$ cat config.mk
export PLATFORM = sky130hd
export DESIGN_NAME = jpeg_marker_segment_parser_unit
export DESIGN_NICKNAME = d
export VERILOG_FILES = /design/src/rtl/core/jmsp_pkg.sv /design/src/rtl/core/jmsp_parse_core.sv /design/src/rtl/core/jpeg_marker_segment_parser_unit.sv
export SDC_FILE = /design/constraint.sdc
export NUM_CORES = 1
export LEC_CHECK = 0
export BUFFER_PORTS_ARGS = -buffer_cell sky130_fd_sc_hd__buf_2
export CORE_AREA = 2 2 183 185
export CTS_CLUSTER_SIZE = 20
export DETAILED_ROUTE_END_ITERATION = 16
export DIE_AREA = 0 0 185 187
export PLACE_DENSITY = 0.71
export SYNTH_ARGS = -nofsm -noshare
export SYNTH_HDL_FRONTEND = slang
export SYNTH_SLANG_ARGS = --single-unit
$ cat constraint.sdc
create_clock -name aclk -period 9.7 [get_ports aclk]
set_input_delay 1.94 -clock aclk [delete_from_list [all_inputs] [get_ports aclk]]
set_output_delay 1.94 -clock aclk [all_outputs]
set_load 0.05 [all_outputs]
$ cat src/rtl/core/jmsp_pkg.sv
// Package for the JPEG marker segment parser: payload types, phase codes, helpers.
package jmsp_pkg;

    typedef struct packed {
        logic [7:0] data_byte;
        logic       last_byte;
    } in_item_t;

    typedef struct packed {
        logic        valid_jpeg;
        logic        progressive;
        logic [15:0] height;
        logic [15:0] width;
        logic [7:0]  components;
        logic [2:0]  subsampling;
        logic [15:0] scans;
        logic [15:0] dqt_tables;
        logic        jfif_seen;
        logic        exif_seen;
        logic        icc_seen;
        logic        adobe_seen;
    } out_item_t;

    // Step budget; the counter is one bit wider so it can hold the limit itself.
    localparam logic [16:0] MAX_STEPS = 17'd65536;

    // Parser phases
    localparam logic [3:0] PH_SOI_FF  = 4'd0;
    localparam logic [3:0] PH_SOI_D8  = 4'd1;
    localparam logic [3:0] PH_IDLE    = 4'd2;
    localparam logic [3:0] PH_SAW_FF  = 4'd3;
    localparam logic [3:0] PH_LEN_HI  = 4'd4;
    localparam logic [3:0] PH_LEN_LO  = 4'd5;
    localparam logic [3:0] PH_PAYLOAD = 4'd6;
    localparam logic [3:0] PH_SCAN    = 4'd7;
    localparam logic [3:0] PH_SCAN_FF = 4'd8;
    localparam logic [3:0] PH_DONE    = 4'd9;

    // Marker codes
    localparam logic [7:0] M_FF   = 8'hFF;
    localparam logic [7:0] M_SOI  = 8'hD8;
    localparam logic [7:0] M_EOI  = 8'hD9;
    localparam logic [7:0] M_SOS  = 8'hDA;
    localparam logic [7:0] M_DQT  = 8'hDB;
    localparam logic [7:0] M_TEM  = 8'h01;
    localparam logic [7:0] M_APP0 = 8'hE0;
    localparam logic [7:0] M_APP1 = 8'hE1;
    localparam logic [7:0] M_APP2 = 8'hE2;
    localparam logic [7:0] M_APPE = 8'hEE;

    // Subsampling codes
    localparam logic [2:0] SS_UNKNOWN = 3'd0;
    localparam logic [2:0] SS_GRAY    = 3'd1;
    localparam logic [2:0] SS_444     = 3'd2;
    localparam logic [2:0] SS_422     = 3'd3;
    localparam logic [2:0] SS_420     = 3'd4;
    localparam logic [2:0] SS_440     = 3'd5;
    localparam logic [2:0] SS_411     = 3'd6;

    function automatic logic is_frame_marker(input logic [7:0] m);
        return (m[7:4] == 4'hC) && (m != 8'hC4) && (m != 8'hC8) && (m != 8'hCC);
    endfunction

    function automatic logic is_rst(input logic [7:0] b);
        return b[7:3] == 5'b11010;
    endfunction

    // Expected tag character for an APP segment at a payload position.
    function automatic logic [7:0] tag_char(input logic [7:0] m, input logic [3:0] pos);
        logic [7:0] c;
        c = 8'h00;
        case (m)
            M_APP0: begin
                case (pos)
                    4'd0: c = "J"; 4'd1: c = "F"; 4'd2: c = "I"; 4'd3: c = "F";
                    default: c = 8'h00;
                endcase
            end
            M_APP1: begin
                case (pos)
                    4'd0: c = "E"; 4'd1: c = "x"; 4'd2: c = "i"; 4'd3: c = "f";
                    default: c = 8'h00;
                endcase
            end
            M_APPE: begin
                case (pos)
                    4'd0: c = "A"; 4'd1: c = "d"; 4'd2: c = "o"; 4'd3: c = "b";
                    default: c = 8'h00;
                endcase
            end
            M_APP2: begin
                case (pos)
                    4'd0: c = "I"; 4'd1: c = "C"; 4'd2: c = "C"; 4'd3: c = "_";
                    4'd4: c = "P"; 4'd5: c = "R"; 4'd6: c = "O"; 4'd7: c = "F";
                    4'd8: c = "I"; 4'd9: c = "L"; 4'd10: c = "E";
                    default: c = 8'h00;
                endcase
            end
            default: c = 8'h00;
        endcase
        return c;
    endfunction

    function automatic logic [3:0] fix_factor(input logic [3:0] f);
        return (f == 4'd0) ? 4'd1 : f;
    endfunction

    function automatic logic [2:0] subsampling_code(input logic [15:0] sf,
                                                    input logic [7:0] comps);
        logic [5:0] h0, v0, h1, v1;
        logic [2:0] r;
        h0 = {2'b00, fix_factor(sf[15:12])};
        v0 = {2'b00, fix_factor(sf[11:8])};
        h1 = {2'b00, fix_factor(sf[7:4])};
        v1 = {2'b00, fix_factor(sf[3:0])};
        if (comps == 8'd1) r = SS_GRAY;
        else if (h0 == h1 && v0 == v1) r = SS_444;
        else if (h0 == (h1 << 1) && v0 == v1) r = SS_422;
        else if (h0 == (h1 << 1) && v0 == (v1 << 1)) r = SS_420;
        else if (h0 == h1 && v0 == (v1 << 1)) r = SS_440;
        else if (h0 == (h1 << 2) && v0 == v1) r = SS_411;
        else r = SS_UNKNOWN;
        return r;
    endfunction

    function automatic logic [15:0] sat_add(input logic [15:0] v, input logic [2:0] a);
        logic [16:0] s;
        s = {1'b0, v} + {14'd0, a};
        return s[16] ? 16'hFFFF : s[15:0];
    endfunction

endpackage

$ cat src/rtl/core/jmsp_parse_core.sv
// Per-byte parser datapath: next-state logic for the marker segment walker.
module jmsp_parse_core (
    input  logic              aclk,
    input  logic              aresetn,
    input  logic              step_en,
    input  jmsp_pkg::in_item_t item,
    output jmsp_pkg::out_item_t info_next
);

    logic [3:0]  phase_reg, phase_next;
    logic [7:0]  marker_reg, marker_next;
    logic [15:0] seglen_reg, seglen_next;
    logic [15:0] pos_reg, pos_next;
    logic [16:0] steps_reg, steps_next;
    logic [2:0]  dqt_idx_reg, dqt_idx_next;
    logic [7:0]  dqt_pos_reg, dqt_pos_next;
    logic [2:0]  dqt_cnt_reg, dqt_cnt_next;
    logic [39:0] sof_reg, sof_next;
    logic [15:0] sf_reg, sf_next;
    logic        tag_ok_reg, tag_ok_next;
    jmsp_pkg::out_item_t info_reg, info_upd;

    logic [7:0]  b;
    logic [15:0] plen, pos_inc;
    logic        step_ok, commit;
    logic [7:0]  comps;

    assign b       = item.data_byte;
    assign plen    = seglen_reg - 16'd2;
    assign pos_inc = pos_reg + 16'd1;
    assign step_ok = steps_reg < jmsp_pkg::MAX_STEPS;
    assign comps   = sof_reg[39:32];

    // Phase walk and pending segment state
    always_comb begin
        phase_next   = phase_reg;
        marker_next  = marker_reg;
        seglen_next  = seglen_reg;
        pos_next     = pos_reg;
        steps_next   = steps_reg;
        dqt_idx_next = dqt_idx_reg;
        dqt_pos_next = dqt_pos_reg;
        dqt_cnt_next = dqt_cnt_reg;
        sof_next     = sof_reg;
        sf_next      = sf_reg;
        tag_ok_next  = tag_ok_reg;
        commit       = 1'b0;

        // Marker handling after an FF, shared by idle and scan paths
        unique case (phase_reg) inside
            jmsp_pkg::PH_SOI_FF: begin
                phase_next = (b == jmsp_pkg::M_FF) ? jmsp_pkg::PH_SOI_D8 : jmsp_pkg::PH_DONE;
            end
            jmsp_pkg::PH_SOI_D8: begin
                phase_next = (b == jmsp_pkg::M_SOI) ? jmsp_pkg::PH_IDLE : jmsp_pkg::PH_DONE;
            end
            jmsp_pkg::PH_IDLE: begin
                if (!step_ok) begin
                    phase_next = jmsp_pkg::PH_DONE;
                end else begin
                    steps_next = steps_reg + 17'd1;
                    if (b == jmsp_pkg::M_FF) phase_next = jmsp_pkg::PH_SAW_FF;
                end
            end
            jmsp_pkg::PH_SAW_FF, jmsp_pkg::PH_SCAN_FF: begin
                if (phase_reg == jmsp_pkg::PH_SCAN_FF &&
                    (b == 8'h00 || jmsp_pkg::is_rst(b))) begin
                    phase_next = jmsp_pkg::PH_SCAN;
                end else if (phase_reg == jmsp_pkg::PH_SCAN_FF && !step_ok) begin
                    phase_next = jmsp_pkg::PH_DONE;
                end else begin
                    // scan exit already used one step; fill FF uses another
                    if (phase_reg == jmsp_pkg::PH_SCAN_FF) steps_next = steps_reg + 17'd1;
                    if (b == jmsp_pkg::M_FF) begin
                        if (steps_next >= jmsp_pkg::MAX_STEPS) begin
                            phase_next = jmsp_pkg::PH_DONE;
                        end else begin
                            steps_next = steps_next + 17'd1;
                            phase_next = jmsp_pkg::PH_SAW_FF;
                        end
                    end else if (b == jmsp_pkg::M_SOI || b == jmsp_pkg::M_TEM ||
                                 jmsp_pkg::is_rst(b)) begin
                        phase_next = jmsp_pkg::PH_IDLE;
                    end else if (b == jmsp_pkg::M_EOI) begin
                        phase_next = jmsp_pkg::PH_DONE;
                    end else begin
                        marker_next = b;
                        phase_next  = jmsp_pkg::PH_LEN_HI;
                    end
                end
            end
            jmsp_pkg::PH_LEN_HI: begin
                seglen_next = {b, 8'h00};
                phase_next  = jmsp_pkg::PH_LEN_LO;
            end
            jmsp_pkg::PH_LEN_LO: begin
                seglen_next = {seglen_reg[15:8], b};
                if (seglen_next < 16'd2) begin
                    phase_next = jmsp_pkg::PH_DONE;
                end else begin
                    pos_next     = 16'd0;
                    dqt_idx_next = 3'd0;
                    dqt_pos_next = 8'd0;
                    dqt_cnt_next = 3'd0;
                    sof_next     = 40'd0;
                    sf_next      = 16'h1111;
                    tag_ok_next  = 1'b1;
                    if (seglen_next == 16'd2) commit = 1'b1;
                    else phase_next = jmsp_pkg::PH_PAYLOAD;
                end
            end
            jmsp_pkg::PH_PAYLOAD: begin
                if (marker_reg == jmsp_pkg::M_DQT) begin
                    if (dqt_idx_reg < 3'd4) begin
                        if (dqt_pos_reg == 8'd0) begin
                            if (b[3:0] >= 4'd4) begin
                                dqt_idx_next = 3'd4;
                            end else begin
                                dqt_pos_next = (b[7:4] != 4'd0) ? 8'd128 : 8'd64;
                                dqt_idx_next = dqt_idx_reg + 3'd1;
                            end
                        end else begin
                            dqt_pos_next = dqt_pos_reg - 8'd1;
                            if (dqt_pos_next == 8'd0) dqt_cnt_next = dqt_cnt_reg + 3'd1;
                        end
                    end
                end else if (jmsp_pkg::is_frame_marker(marker_reg)) begin
                    if (pos_reg == 16'd1) sof_next[15:8] = b;
                    else if (pos_reg == 16'd2) sof_next[7:0] = b;
                    else if (pos_reg == 16'd3) sof_next[31:24] = b;
                    else if (pos_reg == 16'd4) sof_next[23:16] = b;
                    else if (pos_reg == 16'd5) sof_next[39:32] = b;
                    else if (pos_reg == 16'd7 && plen >= 16'd9 && comps >= 8'd1)
                        sf_next[15:8] = b;
                    else if (pos_reg == 16'd10 && plen >= 16'd12 && comps >= 8'd2)
                        sf_next[7:0] = b;
                end else if (marker_reg == jmsp_pkg::M_APP0 ||
                             marker_reg == jmsp_pkg::M_APP1 ||
                             marker_reg == jmsp_pkg::M_APPE) begin
                    if (pos_reg < 16'd4 && b != jmsp_pkg::tag_char(marker_reg, pos_reg[3:0]))
                        tag_ok_next = 1'b0;
                end else if (marker_reg == jmsp_pkg::M_APP2) begin
                    if (pos_reg < 16'd11 && b != jmsp_pkg::tag_char(marker_reg, pos_reg[3:0]))
                        tag_ok_next = 1'b0;
                end
                pos_next = pos_inc;
                if (pos_inc >= plen) commit = 1'b1;
            end
            jmsp_pkg::PH_SCAN: begin
                if (b == jmsp_pkg::M_FF) phase_next = jmsp_pkg::PH_SCAN_FF;
            end
            default: begin
                phase_next = jmsp_pkg::PH_DONE;
            end
        endcase

        if (commit) begin
            phase_next = (marker_reg == jmsp_pkg::M_SOS) ? jmsp_pkg::PH_SCAN
                                                         : jmsp_pkg::PH_IDLE;
        end
    end

    // Commit of a finished segment into the gathered facts
    logic [15:0] plen_c;
    assign plen_c = seglen_next - 16'd2;

    always_comb begin
        info_upd = info_reg;
        if (commit) begin
            if (marker_reg == jmsp_pkg::M_SOS) begin
                info_upd.scans = jmsp_pkg::sat_add(info_reg.scans, 3'd1);
            end else if (marker_reg == jmsp_pkg::M_DQT) begin
                info_upd.dqt_tables = jmsp_pkg::sat_add(info_reg.dqt_tables, dqt_cnt_next);
            end else if (jmsp_pkg::is_frame_marker(marker_reg)) begin
                if (plen_c >= 16'd6) begin
                    info_upd.valid_jpeg  = 1'b1;
                    info_upd.progressive = (marker_reg[1:0] == 2'b10);
                    info_upd.height      = sof_next[15:0];
                    info_upd.width       = sof_next[31:16];
                    info_upd.components  = sof_next[39:32];
                    info_upd.subsampling = jmsp_pkg::subsampling_code(sf_next,
                                                                      sof_next[39:32]);
                end
            end else if (tag_ok_next) begin
                if (marker_reg == jmsp_pkg::M_APP0 && plen_c > 16'd4)
                    info_upd.jfif_seen = 1'b1;
                else if (marker_reg == jmsp_pkg::M_APP1 && plen_c > 16'd4)
                    info_upd.exif_seen = 1'b1;
                else if (marker_reg == jmsp_pkg::M_APP2 && plen_c >= 16'd12)
                    info_upd.icc_seen = 1'b1;
                else if (marker_reg == jmsp_pkg::M_APPE && plen_c > 16'd4)
                    info_upd.adobe_seen = 1'b1;
            end
        end
    end

    assign info_next = info_upd;

    // State registers; the last byte of a file returns everything to reset
    always_ff @(posedge aclk) begin
        if (!aresetn || (step_en && item.last_byte)) begin
            phase_reg   <= jmsp_pkg::PH_SOI_FF;
            marker_reg  <= 8'd0;
            seglen_reg  <= 16'd0;
            pos_reg     <= 16'd0;
            steps_reg   <= 17'd0;
            dqt_idx_reg <= 3'd0;
            dqt_pos_reg <= 8'd0;
            dqt_cnt_reg <= 3'd0;
            sof_reg     <= 40'd0;
            sf_reg      <= 16'h1111;
            tag_ok_reg  <= 1'b1;
            info_reg    <= '0;
        end else if (step_en) begin
            phase_reg   <= phase_next;
            marker_reg  <= marker_next;
            seglen_reg  <= seglen_next;
            pos_reg     <= pos_next;
            steps_reg   <= steps_next;
            dqt_idx_reg <= dqt_idx_next;
            dqt_pos_reg <= dqt_pos_next;
            dqt_cnt_reg <= dqt_cnt_next;
            sof_reg     <= sof_next;
            sf_reg      <= sf_next;
            tag_ok_reg  <= tag_ok_next;
            info_reg    <= info_upd;
        end
    end

endmodule

$ cat src/rtl/core/jpeg_marker_segment_parser_unit.sv
// Top level of the JPEG marker segment parser: input register, parser, result register.
//
// Usage: the s_ channel takes a JPEG file one byte per request (data_byte, with
// last_byte set on the final byte). Every byte is parsed; only the byte flagged
// last_byte produces a request on the m_ channel carrying the header facts.
// Throughput is one byte per cycle while s_ready is high: the parser state updates
// once per byte through compare/select logic between the input register
// and the state registers.
// m_valid rises once the last byte, held in the input register, has been
// parsed into the result register; that parse waits while an earlier result
// is still stalled.
// After the last byte the parser returns to its start-of-file state, so the
// next file may follow immediately.
// Reset (aresetn low, synchronous) empties both registers and clears the parser.
// When the receiver stalls, the result register holds; the input register keeps
// taking bytes as long as the result register is free or the held byte is not
// a last byte; s_ready drops only when a result is stuck behind another one.
module jpeg_marker_segment_parser_unit (
    input  logic                aclk,
    input  logic                aresetn,
    input  logic                s_valid,
    output logic                s_ready,
    input  jmsp_pkg::in_item_t  s_data,
    output logic                m_valid,
    input  logic                m_ready,
    output jmsp_pkg::out_item_t m_data
);

    jmsp_pkg::in_item_t  in_reg;
    logic                in_vld_reg;
    jmsp_pkg::out_item_t out_reg;
    logic                out_vld_reg;
    jmsp_pkg::out_item_t info_next;
    logic                proc;
    logic                out_free;

    // Held byte is parsed unless it is a last byte with the result slot full
    assign out_free = !out_vld_reg || m_ready;
    assign proc     = in_vld_reg && (!in_reg.last_byte || out_free);
    assign s_ready  = !in_vld_reg || proc;

    jmsp_parse_core u_core (
        .aclk      (aclk),
        .aresetn   (aresetn),
        .step_en   (proc),
        .item      (in_reg),
        .info_next (info_next)
    );

    // Input register
    always_ff @(posedge aclk) begin
        if (!aresetn) begin
            in_vld_reg <= 1'b0;
        end else if (s_ready) begin
            in_vld_reg <= s_valid;
        end
    end

    always_ff @(posedge aclk) begin
        if (s_ready && s_valid) begin
            in_reg <= s_data;
        end
    end

    // Result register
    always_ff @(posedge aclk) begin
        if (!aresetn) begin
            out_vld_reg <= 1'b0;
        end else if (proc && in_reg.last_byte) begin
            out_vld_reg <= 1'b1;
        end else if (m_ready) begin
            out_vld_reg <= 1'b0;
        end
    end

    always_ff @(posedge aclk) begin
        if (proc && in_reg.last_byte) begin
            out_reg <= info_next;
        end
    end

    assign m_valid = out_vld_reg;
    assign m_data  = out_reg;

`ifndef SYNTH
    // A last byte is never parsed while a result is stalled
    a_no_overwrite: assert property (@(posedge aclk) disable iff (!aresetn)
        (out_vld_reg && !m_ready) |-> !(proc && in_reg.last_byte))
        else $error("result overwritten while stalled");

    // A stalled result keeps its payload
    a_out_hold: assert property (@(posedge aclk) disable iff (!aresetn)
        (out_vld_reg && !m_ready) |=> (out_vld_reg && $stable(out_reg)))
        else $error("stalled result changed");

    // No subsampling code without a valid frame
    a_ss_valid: assert property (@(posedge aclk) disable iff (!aresetn)
        (out_vld_reg && !out_reg.valid_jpeg) |-> (out_reg.subsampling == jmsp_pkg::SS_UNKNOWN))
        else $error("subsampling without frame header");
`endif

endmodule

### Word-level counts from Yosys, hierarchy flattened

Memories as Yosys holds them, arrays and structs flattened. A register that Yosys moved wholly into a read port is not among the register bits.
Cells that the tools add are included.

| storage, ports and cells | value |
|---|---|
| register bits | 305 |
| memory bits (read-only) | 192 |
| bits of input ports | 13 |
| output and inout port bits | 83 |
| logic and storage cells | 320 |
| memories | 2 |

Memory list:

| memory | words | bits a word | read ports | clocked after Yosys merged registers in | wr ports | RTL line | source |
|---|---|---|---|---|---|---|---|
| (no name shown) | 16 | 6 | 1 | 1 | 0 | jmsp_pkg.sv:92 | `case (pos)` |
| (no name shown) | 16 | 6 | 1 | 1 | 0 | jmsp_pkg.sv:92 |  |

| operators by class | value |
|---|---|
| add/sub/neg operators | 10 |
| magnitude comparators | 15 |
| equal/unequal tests | 55 |
| mux-type cells | 136 |
| bitwise logic cells | 5 |
| reductions and logical operators | 58 |

Operator list:

| kind | number |
|---|---|
| $mux 8 | 27 |
| $mux 16 | 13 |
| $mux 45 | 4 |
| $mux 17 | 9 |
| $mux 40 | 3 |
| $mux 4 | 25 |
| $pmux 16 s2 | 3 |
| $mux 81 | 1 |
| $pmux 40 s2 | 1 |
| $eq 8x8->1 const B | 9 |
| $pmux 7 s4 | 2 |
| $mux 3 | 18 |
| $eq 16x2->1 const B | 3 |
| $eq 16x3->1 const B | 3 |
| $ge 16x4->1 const B | 3 |
| $mux 24 | 2 |
| $add 17x1->17 const B | 2 |
| $pmux 17 s2 | 1 |
| $pmux 4 s8 | 1 |
| $pmux 8 s4 | 1 |
| $sub 16x2->16 const B | 2 |
| $logic_not 4->1 | 6 |
| $logic_not 8->1 | 3 |
| $ne 8x8->1 const B | 3 |
| 54 further kinds | 134 |

### Depth between registers and ports, before layout

Gate-level depths: netlist of the first run.

| logic depth | value |
|---|---|
| depth in word-level cells | 29 |
| depth in mapped cells | 24 |
| mapped depth without buffers | 20 |

### Modules after synthesis

Synthesis of the first run repeated with hierarchy kept, for this count alone.

| unflattened totals | value |
|---|---|
| cells, all modules | 1993 |
| area, all modules | 16843.7 µm² |

By module, submodules not included:

| module | instances | cells an instance | area an instance (µm²) | sequential area each (µm²) |
|---|---|---|---|---|
| jmsp_parse_core | 1 | 1891 | 14023.4 | 4384.2 |
| jpeg_marker_segment_parser_unit | 1 | 102 | 2820.2 | 2742.6 |

### Worst setup path after synthesis of the first run

Ideal clock, no wire load.

| timing path | value |
|---|---|
| path kind | input-to-reg |
| from | input m_ready |
| to | register with a tool-made name |
| setup time | 0.074 ns |
| data arrival time | 5.596 ns |
| required time | 9.626 ns |
| slack | 4.030 ns |
| cell stages on the path | 12 |
| path buffers | 2 |
| cell sequence | nor2b_1 -> nand2_1 -> and3_1 -> nand2b_1 -> clkbuf_1 -> clkbuf_1 -> nor2_1 -> inv_1 -> ha_1 -> nor2_1 -> a21oi_1 -> o21ai_0 |

RTL lines:

| item | RTL line | source |
|---|---|---|
| start: declaration | jpeg_marker_segment_parser_unit.sv:25 | `input logic m_ready,` |

### Final worst setup path of the first run

| timing path | value |
|---|---|
| from | register u_core.pos_reg[0] |
| to | register u_core.info_reg[63] (netlist name) |

| on the way | value |
|---|---|
| longest elaborated chain between the ends | 11 |
| elaborated cells between the ends (all ways) | 16 |
| classes of those cells | add/sub: 1; order compare: 1; eq/ne: 2; mux: 12 |

RTL lines:

| item | RTL line | source |
|---|---|---|
| start: declaration | jmsp_parse_core.sv:13 | `logic [15:0] pos_reg, pos_next;` |
| start signal: assignment | jmsp_parse_core.sv:218 | `pos_reg <= pos_next;` |
| branches (longest 10 deep; another with $add 16x1->16) | n/a |  |
| $mux 81 (*) | jmsp_parse_core.sv:169 | `if (commit) begin` |
| end signal: assignment | jmsp_parse_core.sv:226 | `info_reg <= info_upd;` |
| end: declaration | jmsp_parse_core.sv:21 | `jmsp_pkg::out_item_t info_reg, info_upd;` |

Mark *: on every way between the ends.
A chain may end at the register's enable or synchronous reset.

==> results.ini, run 1 <==
[clock_tree]
cts_num_sinks=311
cts-buffers-inserted=35
clk_pin_slew_ns=0.06
clockBufferDepth=3
clk_latency_ns=0.53
cts_resized=0
cts_max_level=2
cts_tree=built
cts_hold_buf=0
cts_setup_buffers=0
root_buffer=clkbuf_16

[yosys]
postSynth.asyncResetShare_pct=0
synth_warnings=0
synth_most_common_cell=nor2_1
synth_cells=2068
yosysSeqAreaShare_pct=40.9
synth_edf_count=90
yosysTopAreaCell=dfxtp_1
netlist-cell-type-count=99
syn_avg_cell_area_um2=8.43
syn-num-nets=2118
synth-seq-cells=311
synth_area_um2=17400
yosys-top-cells-count=nor2_1 (347), dfxtp_1 (221), a21oi_1 (197)
synth_top_cells_by_area=dfxtp_1 (25%), edfxtp_1 (16%), nor2_1 (7.5%)
synthFlopType=dfxtp_1
synth.top_cell.area_share_pct=25.4

[global_routing]
grt_usage_pct=24.9
grt_max_degree=79
grt_pass1_vias=14100
grt_pass1_wl_mm=71.4
antenna_found_initial=1
grt_overflow=0

[die]
design.core.area_um2=32900
die_x_um=185
die_h_um=187
io_pins=96
start_util_pct=53.0
rows=67
fp.dieArea_um2=34600

[finish]
final_cell_area_um2=19100
area_delta_synth_final_pct=9.72
final_layout_size_suffix_gt1_share_pct=12.6
nets=2130
multi_input_area_um2=9580
nFillCells=2971
antenna_cells=0
layout.cells.non_filler=2554
register_area_um2=7130
final_core_util_pct=58.2

[power]
power.density_nw_per_um2=150
vdd_drop_max_mv=0.102
intPower_mw=2.15
power_mw=2.87
combPwrFrac_pct=8.4
sw_frac_of_total_pct=25.1
power.leakage_nw=7.01
clkPwrFrac_pct=43.8
seq_power_share_pct=47.8
net-switching-power_mw=0.719

[critical_path]
worstSetupPathType=register to register
cp-start-kind=register
cp_data_required_time_ns=10.13
endpoint_kind=register
crit_chain=ha_1 > inv_1 > nor2_1 > and3_1 > and3_1 > and3_1 > nand3_1 > xnor2_1 > ha_1 > nand3_1 > nor2_1 > o2111ai_1 > o21ai_0 > maj3_2 > a41oi_2 > buf_4 > a21oi_2 > nor2b_4 > buf_4 > and2_4 > nor2_1 > a211oi_2
crit_path_top_delay_cell=and2_4
critical-path-max-stage-delay_ns=0.88
cp_max_fo=78
worstPathArrival_ns=6.52

[min_path]
hold_class=register to register

[outcome]
status=finished, final reports clean

[sta]
skew_ns=0.0189
max_freq_mhz=164
rsz0062_at_grt=no
whs_ns=0.462
finalSetupViolations=0
period_needed_ns=6.09
period_share_pct=62.7
setup_ws_ns=3.61
hold_violations=0
maxSlewHeadroom_pct=32.7
setup-tns-final_ns=0
slew_violations=0
worstMarginPinSlew_ns=0.995

[place]
placed_cells=2491
placed_area_um2=18000
hpwlAfterDp_mm=28.7
dp_slack_ns=3.71
gp_congestion=0.893
io_buffers=95

[detailed_routing]
dr_total_vias=15400
viasPerCell=6.03
drc=0
wl_per_cell_um=17.0
drtIter0Drc=1464
routed_wl_mm=43.5
drtPass1Iterations=6
drt.antenna.violating_nets=0

[flow_run]
drv_cap=0

-- layout by cell type (no fill, tap or decap), types with 19 or more instances in the layout --
master	Yosys	final
nor2_1	347	347
dfxtp_1	221	221
a21oi_1	197	197
nand2_1	173	173
buf_2	24	95
edfxtp_1	90	90
o21ai_0	86	86
nor3_1	68	68
and3_1	62	61
nand3_1	53	53
a211oi_1	44	44
a22oi_1	42	42
xnor2_1	37	37
xor2_1	37	37
ha_1	36	36
clkbuf_16	0	36
a211oi_2	34	34
a31oi_1	31	31
buf_4	3	27
nand4_1	25	25
mux2i_1	23	23
inv_1	23	23
and2_1	20	19
-- cells by family (layout without fill, tap and decap cells) --
kind of cell | Yosys count | in the layout | share of synthesized area (%)
buffers and inverters | 172 | 210 | 4.24
and+or+nand+nor | 879 | 879 | 24.6
xor gates and xnor gates | 74 | 74 | 3.72
muxes | 35 | 35 | 2.17
DFF | 311 | 311 | 40.9
AOI/OAI and AO/OA | 559 | 559 | 21.6
adders and majority gates | 38 | 38 | 2.76
-- worst paths after layout --
kind / slack [ns] / endpoint / start / cells after the start
max: 3.61 / u_core.info_reg[63]$_SDFFE_PP0P_ / u_core.pos_reg[0]$_SDFFE_PP0P_ / 22
min: 0.46 / u_core.info_reg[0]$_SDFFE_PP0P_ / u_core.info_reg[0]$_SDFFE_PP0P_ / 1
max reg2reg: 3.61 / u_core.info_reg[63]$_SDFFE_PP0P_ / u_core.pos_reg[0]$_SDFFE_PP0P_ / 22
min reg2reg: 0.46 / u_core.info_reg[0]$_SDFFE_PP0P_ / u_core.info_reg[0]$_SDFFE_PP0P_ / 1
-- power groups by stage --
| stage | sequential, mW | clock, mW | combinational (mW) |
|---|---|---|---|
| 2_1_floorplan | 1.42 | 0 | 0.159 |
| 3_3_place_gp | 1.40 | 0 | 0.232 |
| 3_5_place_dp | 1.40 | 0 | 0.237 |
| 4_1_cts | 1.37 | 1.28 | 0.238 |
| 5_1_grt | 1.37 | 1.33 | 0.261 |
| 6_report | 1.37 | 1.26 | 0.240 |
-- cell type report --
cell class	instances	share of cell area [%]
clock buffer	47	5.03
clock inverter	16	0.615
inverter	25	0.491
multi-input combinational	1585	50.1
sequential	311	37.3
tap	448	2.93
timing repair buffer	122	3.55
-- per-layer routing --
metal / share of wire (%) / track usage [%]
met3: 6.6 / 3.17
met1: 45 / 34.8
met5: 0 / 0
met4: 3.5 / 9.52
met2: 45 / 39.3
-- critical path, delay by kind of cell (launching register included) --
| kind | cells | cell delay, ns |
|---|---|---|
| fa+ha+maj | 3 | 0.94 |
| compound gates | 5 | 0.85 |
| simple gates | 10 | 2.53 |
| flops | 1 | 0.46 |
| buf+inv | 3 | 0.92 |
| xor+xnor | 1 | 0.17 |
(Power assumes the default switching activity.)
==> inputs of run 2 (changes only) <==
--- a/config.mk
+++ b/config.mk
@@ -10,7 +10,7 @@
 export CTS_CLUSTER_SIZE = 20
 export DETAILED_ROUTE_END_ITERATION = 16
 export DIE_AREA = 0 0 185 187
-export PLACE_DENSITY = 0.71
+export PLACE_DENSITY = 0.74
 export SYNTH_ARGS = -nofsm -noshare
 export SYNTH_HDL_FRONTEND = slang
 export SYNTH_SLANG_ARGS = --single-unit
==> constraint.sdc (replaced) <==
create_clock -name aclk -period 5.3 [get_ports aclk]
set_input_delay 1.06 -clock aclk [delete_from_list [all_inputs] [get_ports aclk]]
set_output_delay 1.06 -clock aclk [all_outputs]
set_load 0.05 [all_outputs]
==> results.ini, run 2 (synthesis gave the netlist of run 1 again) <==
[clock_tree]
clockBufferDepth=3  ; unchanged
cts_setup_buffers=0  ; unchanged
cts_hold_buf=0  ; unchanged
cts_num_sinks=311  ; unchanged
cts_resized=0  ; unchanged
clk_pin_slew_ns=0.06  ; about the same
clk_latency_ns=0.52  ; about the same
cts_tree=built
root_buffer=clkbuf_16
cts_max_level=2  ; unchanged
cts-buffers-inserted=36  ; +2.9%

[sta]
setup-tns-final_ns=0  ; unchanged
worstMarginPinSlew_ns=1.10  ; +0.108 ns
hold_violations=0  ; unchanged
slew_violations=0  ; unchanged
period_needed_ns=4.92  ; -1.16 ns
rsz0062_at_grt=no
maxSlewHeadroom_pct=25.4  ; -7.3 points
max_freq_mhz=203  ; +24%
finalSetupViolations=0  ; unchanged
period_share_pct=92.9  ; +30 points
skew_ns=0.0186  ; -0.000284 ns
setup_ws_ns=0.376  ; -3.24 ns

[finish]
layout.cells.non_filler=2570  ; +0.63%
final_core_util_pct=58.9  ; +0.69 points
final_common_cell=nor2_1
layout_common_cells=nor2_1 (344), dfxtp_1 (221), a21oi_1 (197)
final_layout_size_suffix_gt1_share_pct=13.7  ; +1.1 points
antenna_cells=0  ; unchanged
nFillCells=2917  ; -1.8%
nets=2145  ; +0.70%
area_delta_synth_final_pct=11.0

[detailed_routing]
dr_total_vias=15900  ; +3.1%
routed_wl_mm=45.6  ; +4.8%
drt.antenna.violating_nets=0  ; unchanged
viasPerCell=6.18  ; +2.4%
wl_per_cell_um=17.7  ; +4.1%
drc=0  ; unchanged
drtIter0Drc=1434  ; -2.0%
drtPass1Iterations=6  ; unchanged

[critical_path]
cp_data_required_time_ns=5.71  ; -4.42 ns
worstSetupPathType=register to register
timing.rr.end=u_core.info_reg[37]$_SDFFE_PP0P_
cp-start-kind=register
crit_family=simple AND/OR/NAND/NOR gates
cp_max_fo=26  ; -67%
crit_path_top_delay_cell=dfxtp_1
worstSetupStartpoint=u_core.pos_reg[0]$_SDFFE_PP0P_
endpoint_kind=register
cp.buffers_inverters=2  ; -1
crit_chain=ha_1 > inv_1 > nor2_1 > and3_1 > and3_1 > and3_1 > nand3_1 > xnor2_1 > ha_1 > nand3_1 > nor2_1 > o2111ai_1 > o21ai_0 > maj3_2 > a41oi_2 > a21oi_2 > nor2b_4 > buf_4 > nand2_1 > a32o_1
worstPathArrival_ns=5.34  ; -1.18 ns
critical-path-max-stage-delay_ns=0.47  ; -0.41 ns
path_common_cell=and3_1
rr_worst_depth=20  ; -9.1%
r2r_slack_ns=0.38  ; -3.24 ns
r2r-start=u_core.pos_reg[0]$_SDFFE_PP0P_

[flow_run]
drv_cap=0  ; unchanged

[die]
die_x_um=185  ; unchanged
fp.dieArea_um2=34600  ; unchanged
rows=67  ; unchanged
start_util_pct=53.0  ; unchanged
design.core.area_um2=32900  ; unchanged
io_pins=96  ; unchanged
die_h_um=187  ; unchanged

[global_routing]
grt_usage_pct=25.5  ; +0.65 points
antenna_found_initial=0  ; -1
grt_pass1_wl_mm=73.3  ; +2.7%
grt_overflow=0  ; unchanged
grt_max_degree=156  ; +97%
grt_pass1_vias=14700  ; +4.3%

[min_path]
holdPathStages=1  ; unchanged
holdCritStartpoint=u_core.info_reg[3]$_SDFFE_PP0P_
holdPathEnd=u_core.info_reg[3]$_SDFFE_PP0P_
hold_class=register to register

[place]
dp_slack_ns=0.215  ; -3.50 ns
io_buffers=95  ; unchanged
hpwlAfterDp_mm=29.5  ; +2.7%
placed_cells=2504  ; +0.52%
gp_congestion=0.935  ; +4.8%

[outcome]
status=finished, final reports clean

[power]
power.leakage_nw=7.14  ; +1.9%
power_mw=5.37  ; +87%
power.density_nw_per_um2=278  ; +85%
vdd_drop_max_mv=0.198  ; +94%

[run 2: cell types whose count changed in the layout (fill, tap and decap cells not counted), moves of 2 or more]
cell | previous run | this run
clkbuf_8 | 2 | 8
nor2_1 | 347 | 344
nor2_2 | 0 | 2
clkinv_1 | 8 | 2
buf_4 | 27 | 38
[run 2: worst max path at each step]
stage	slack (ns)	cells past startpoint	end
global route	0.005	21	m_data[50]$_DFFE_PP_
finish	0.38	20	u_core.info_reg[37]$_SDFFE_PP0P_
floorplan	0.51	12	register
detailed placement	0.22	20	u_core.info_reg[13]$_SDFFE_PP0P_
CTS	0.21	20	u_core.info_reg[12]$_SDFFE_PP0P_
global placement	0.47	20	u_core.info_reg[14]$_SDFFE_PP0P_
[run 2: stage by stage]
step	hold WS, ns	area [µm²]
finish	0.464	19300
global route	0.478	19300
CTS	0.467	19300
detailed placement	0.453	18200
global placement	0.442	18200
floorplan	0.433	17400
[run 2: cell type report]
class	instances	area, µm²	area share [%]
tap	448	561	2.90
inverter	25	97.6	0.505
sequential	311	7130	36.8
clock inverter	12	105	0.543
clock buffer	53	1040	5.40
timing repair buffer	135	792	4.09
multi-input combinational	1586	9620	49.7
[run 2: metal layers]
layer  vias up  global-route usage [%]  wire (µm)
li1       7574                       -          -
met5         -                       0          0
met3       118                    3.86       3250
met1      7550                    34.5      19500
met2       639                    41.2      21400
met4         0                    9.92       1400
[run 2: report_power, final]
part           internal (mW)  leakage (nW)  switching, mW
clock network           1.42         0.563          0.994
registers               2.48          2.65         0.0315
logic                  0.131          3.92          0.318
==> inputs of run 3 (changes only) <==
--- a/config.mk
+++ b/config.mk
@@ -10,6 +10,7 @@
 export CTS_CLUSTER_SIZE = 20
 export DETAILED_ROUTE_END_ITERATION = 16
 export DIE_AREA = 0 0 185 187
+export MAX_ROUTING_LAYER = met4
 export PLACE_DENSITY = 0.74
 export SYNTH_ARGS = -nofsm -noshare
 export SYNTH_HDL_FRONTEND = slang
==> results.ini, run 3 (synthesis gave the netlist of run 1 again) <==
[clock_tree]
clockBufferDepth=3  ; unchanged
clk_pin_slew_ns=0.06  ; about the same
cts-buffers-inserted=35  ; -2.8%
cts_max_level=2  ; unchanged
cts_hold_buf=0  ; unchanged
root_buffer=clkbuf_16
clk_latency_ns=0.52  ; about the same
cts_tree=built
cts_num_sinks=311  ; unchanged

[place]
gp_congestion=0.946  ; +1.1%
io_buffers=95  ; unchanged
hpwlAfterDp_mm=29.4  ; -0.29%

[critical_path]
timing.rr.end=u_core.info_reg[9]$_SDFFE_PP0P_
worstPathArrival_ns=5.19  ; -0.15 ns
cp_data_required_time_ns=5.66  ; -0.05 ns
worstSetupPathType=register to register
r2r-start=u_core.pos_reg[1]$_SDFFE_PP0P_
r2r_slack_ns=0.47  ; +0.10 ns
cp_max_fo=8  ; -69%
endpoint_kind=register
cp-start-kind=register
rr_worst_depth=21  ; +5.0%

[global_routing]
grt_overflow=0  ; unchanged
grt.busiest_layer=met2
grt_usage_pct=25.9  ; +0.38 points
grt_use_met3_pct=3.93  ; +0.078 points
grt_pass1_vias=14500  ; -1.7%
met1_usage_pct=33.9  ; -0.55 points
use_met2_pct=41.0  ; -0.17 points
antenna_found_initial=0  ; unchanged
grt_pass1_wl_mm=72.5  ; -1.2%
grt_max_degree=157  ; +0.64%

[power]
clkPwrFrac_pct=44.4  ; -0.6 points
power.leakage_nw=7.11  ; -0.45%
power.density_nw_per_um2=275  ; -0.87%
vdd_drop_max_mv=0.182  ; -8.1%
net-switching-power_mw=1.32  ; -1.7%
combPwrFrac_pct=8.4  ; about the same
intPower_mw=3.99  ; -0.90%
sw_frac_of_total_pct=24.8  ; -0.16 points
seq_power_share_pct=47.2  ; +0.5 points

[sta]
maxSlewHeadroom_pct=28.9  ; +3.4 points
worstMarginPinSlew_ns=1.07  ; -0.0361 ns
rsz0062_at_grt=no
hold_violations=0  ; unchanged
skew_ns=0.0194  ; +0.000861 ns
period_share_pct=91.1  ; -1.8 points
period_needed_ns=4.83  ; -0.0956 ns
max_freq_mhz=207  ; +2.0%
slew_violations=0  ; unchanged
setup-tns-final_ns=0  ; unchanged
finalSetupViolations=0  ; unchanged
whs_ns=0.456  ; -0.00818 ns

[flow_run]
drv_cap=0  ; unchanged

[die]
rows=67  ; unchanged
die_x_um=185  ; unchanged
design.core.area_um2=32900  ; unchanged
fp.dieArea_um2=34600  ; unchanged
start_util_pct=53.0  ; unchanged
die_h_um=187  ; unchanged
io_pins=96  ; unchanged

[detailed_routing]
wl_per_cell_um=17.4  ; -1.6%
drtIter0Drc=1363  ; -5.0%
drc=0  ; unchanged
routed_wl_mm=44.8  ; -1.6%
drt.antenna.violating_nets=0  ; unchanged
viasPerCell=6.09  ; -1.4%
dr_total_vias=15700  ; -1.4%
drtPass1Iterations=6  ; unchanged

[finish]
antenna_cells=0  ; unchanged
layout_common_cells=nor2_1 (345), dfxtp_1 (220), a21oi_1 (197)
nFillCells=2930  ; +0.45%
final_layout_size_suffix_gt1_share_pct=13.4  ; -0.28 points
register_area_um2=7130  ; about the same
final_common_cell=nor2_1
multi_input_area_um2=9600  ; -0.14%
nets=2144  ; -0.047%
area_delta_synth_final_pct=10.8

[min_path]
holdPathStages=1  ; unchanged
hold_class=register to register
holdPathEnd=u_core.info_reg[2]$_SDFFE_PP0P_
holdCritStartpoint=u_core.info_reg[2]$_SDFFE_PP0P_

[outcome]
status=finished, final reports clean

[run 3: changes by cell type in the layout (fill, tap and decap cells not counted), moves of 2 or more]
cell	before	now
clkbuf_8	8	2
clkinvlp_4	3	1
clkbuf_1	9	12
clkinv_1	2	5
[run 3: through the flow]
stage / util (%) / instance area (µm²) / std cells / setup slack [ns] / power (mW)
2_1_floorplan: - / 17400 / 2068 / 0.510 / 2.88
3_3_place_gp: 55.3 / 18200 / 2504 / 0.475 / 2.99
3_5_place_dp: 55.3 / 18200 / 2504 / 0.331 / 3.00
4_1_cts: 58.7 / 19300 / 2568 / 0.321 / 5.35
5_1_grt: 58.7 / 19300 / 2569 / 0.0224 / 5.48
6_report: 58.7 / 19300 / 2569 / 0.471 / 5.31
[run 3: how the worst max path moves through the flow]
stage                                        start                               end  slack, ns  depth (start not counted)
floorplan                                  m_ready                          register       0.51                         12
global placement    u_core.pos_reg[0]$_SDFFE_PP0P_  u_core.info_reg[14]$_SDFFE_PP0P_       0.48                         20
detailed placement  u_core.pos_reg[0]$_SDFFE_PP0P_  u_core.info_reg[15]$_SDFFE_PP0P_       0.33                         20
CTS                 u_core.pos_reg[0]$_SDFFE_PP0P_  u_core.info_reg[15]$_SDFFE_PP0P_       0.32                         20
global route        u_core.pos_reg[1]$_SDFFE_PP0P_              m_data[54]$_DFFE_PP_       0.02                         21
finish              u_core.pos_reg[1]$_SDFFE_PP0P_   u_core.info_reg[9]$_SDFFE_PP0P_       0.47                         21
[run 3: metal layers]
| metal | wire [µm] | part of all wire, % |
|---|---|---|
| met1 | 19400 | 43 |
| met2 | 20900 | 47 |
| met3 | 3090 | 6.9 |
| met4 | 1380 | 3.1 |
| met5 | 0 | 0 |
[run 3: layout make-up]
type                    instances  share of cell area [%]
inverters                      25                   0.506
repair buffers                135                    4.15
multi-input cells            1586                    49.8
well taps                     448                    2.90
clock inverters                14                   0.694
clock buffers                  50                    5.04
flip-flops and latches        311                    36.9
[run 3: power by group through the flow]
stage / Clock (mW) / Combinational [mW] / Sequential, mW
finish: 2.36 / 0.449 / 2.51
global route: 2.49 / 0.485 / 2.51
CTS: 2.40 / 0.443 / 2.51
detailed placement: 0 / 0.441 / 2.56
global placement: 0 / 0.433 / 2.56
floorplan: 0 / 0.291 / 2.59
[run 3: critical path, cell delays in order (launching register included)]
cell and delay, ns:
dfxtp_1 0.42, ha_1 0.21, inv_1 0.07, nor2_1 0.16, and3_1 0.26, and3_1 0.25
and3_1 0.26, nand3_1 0.14, xnor2_1 0.18, ha_1 0.31, nand3_1 0.07, nor2_1 0.13
o2111ai_1 0.12, o21ai_0 0.18, maj3_2 0.21, a41oi_2 0.22, buf_4 0.25, or2_2 0.32
nor2_1 0.52, a31oi_1 0.23, nand2_1 0.10, a21oi_1 0.06
[run 3: repair_timing]
item | in CTS | in global routing
endpoints found under the setup margin | 0 | 66
buffers inserted | 0 | 0
resized for setup | 0 | 6
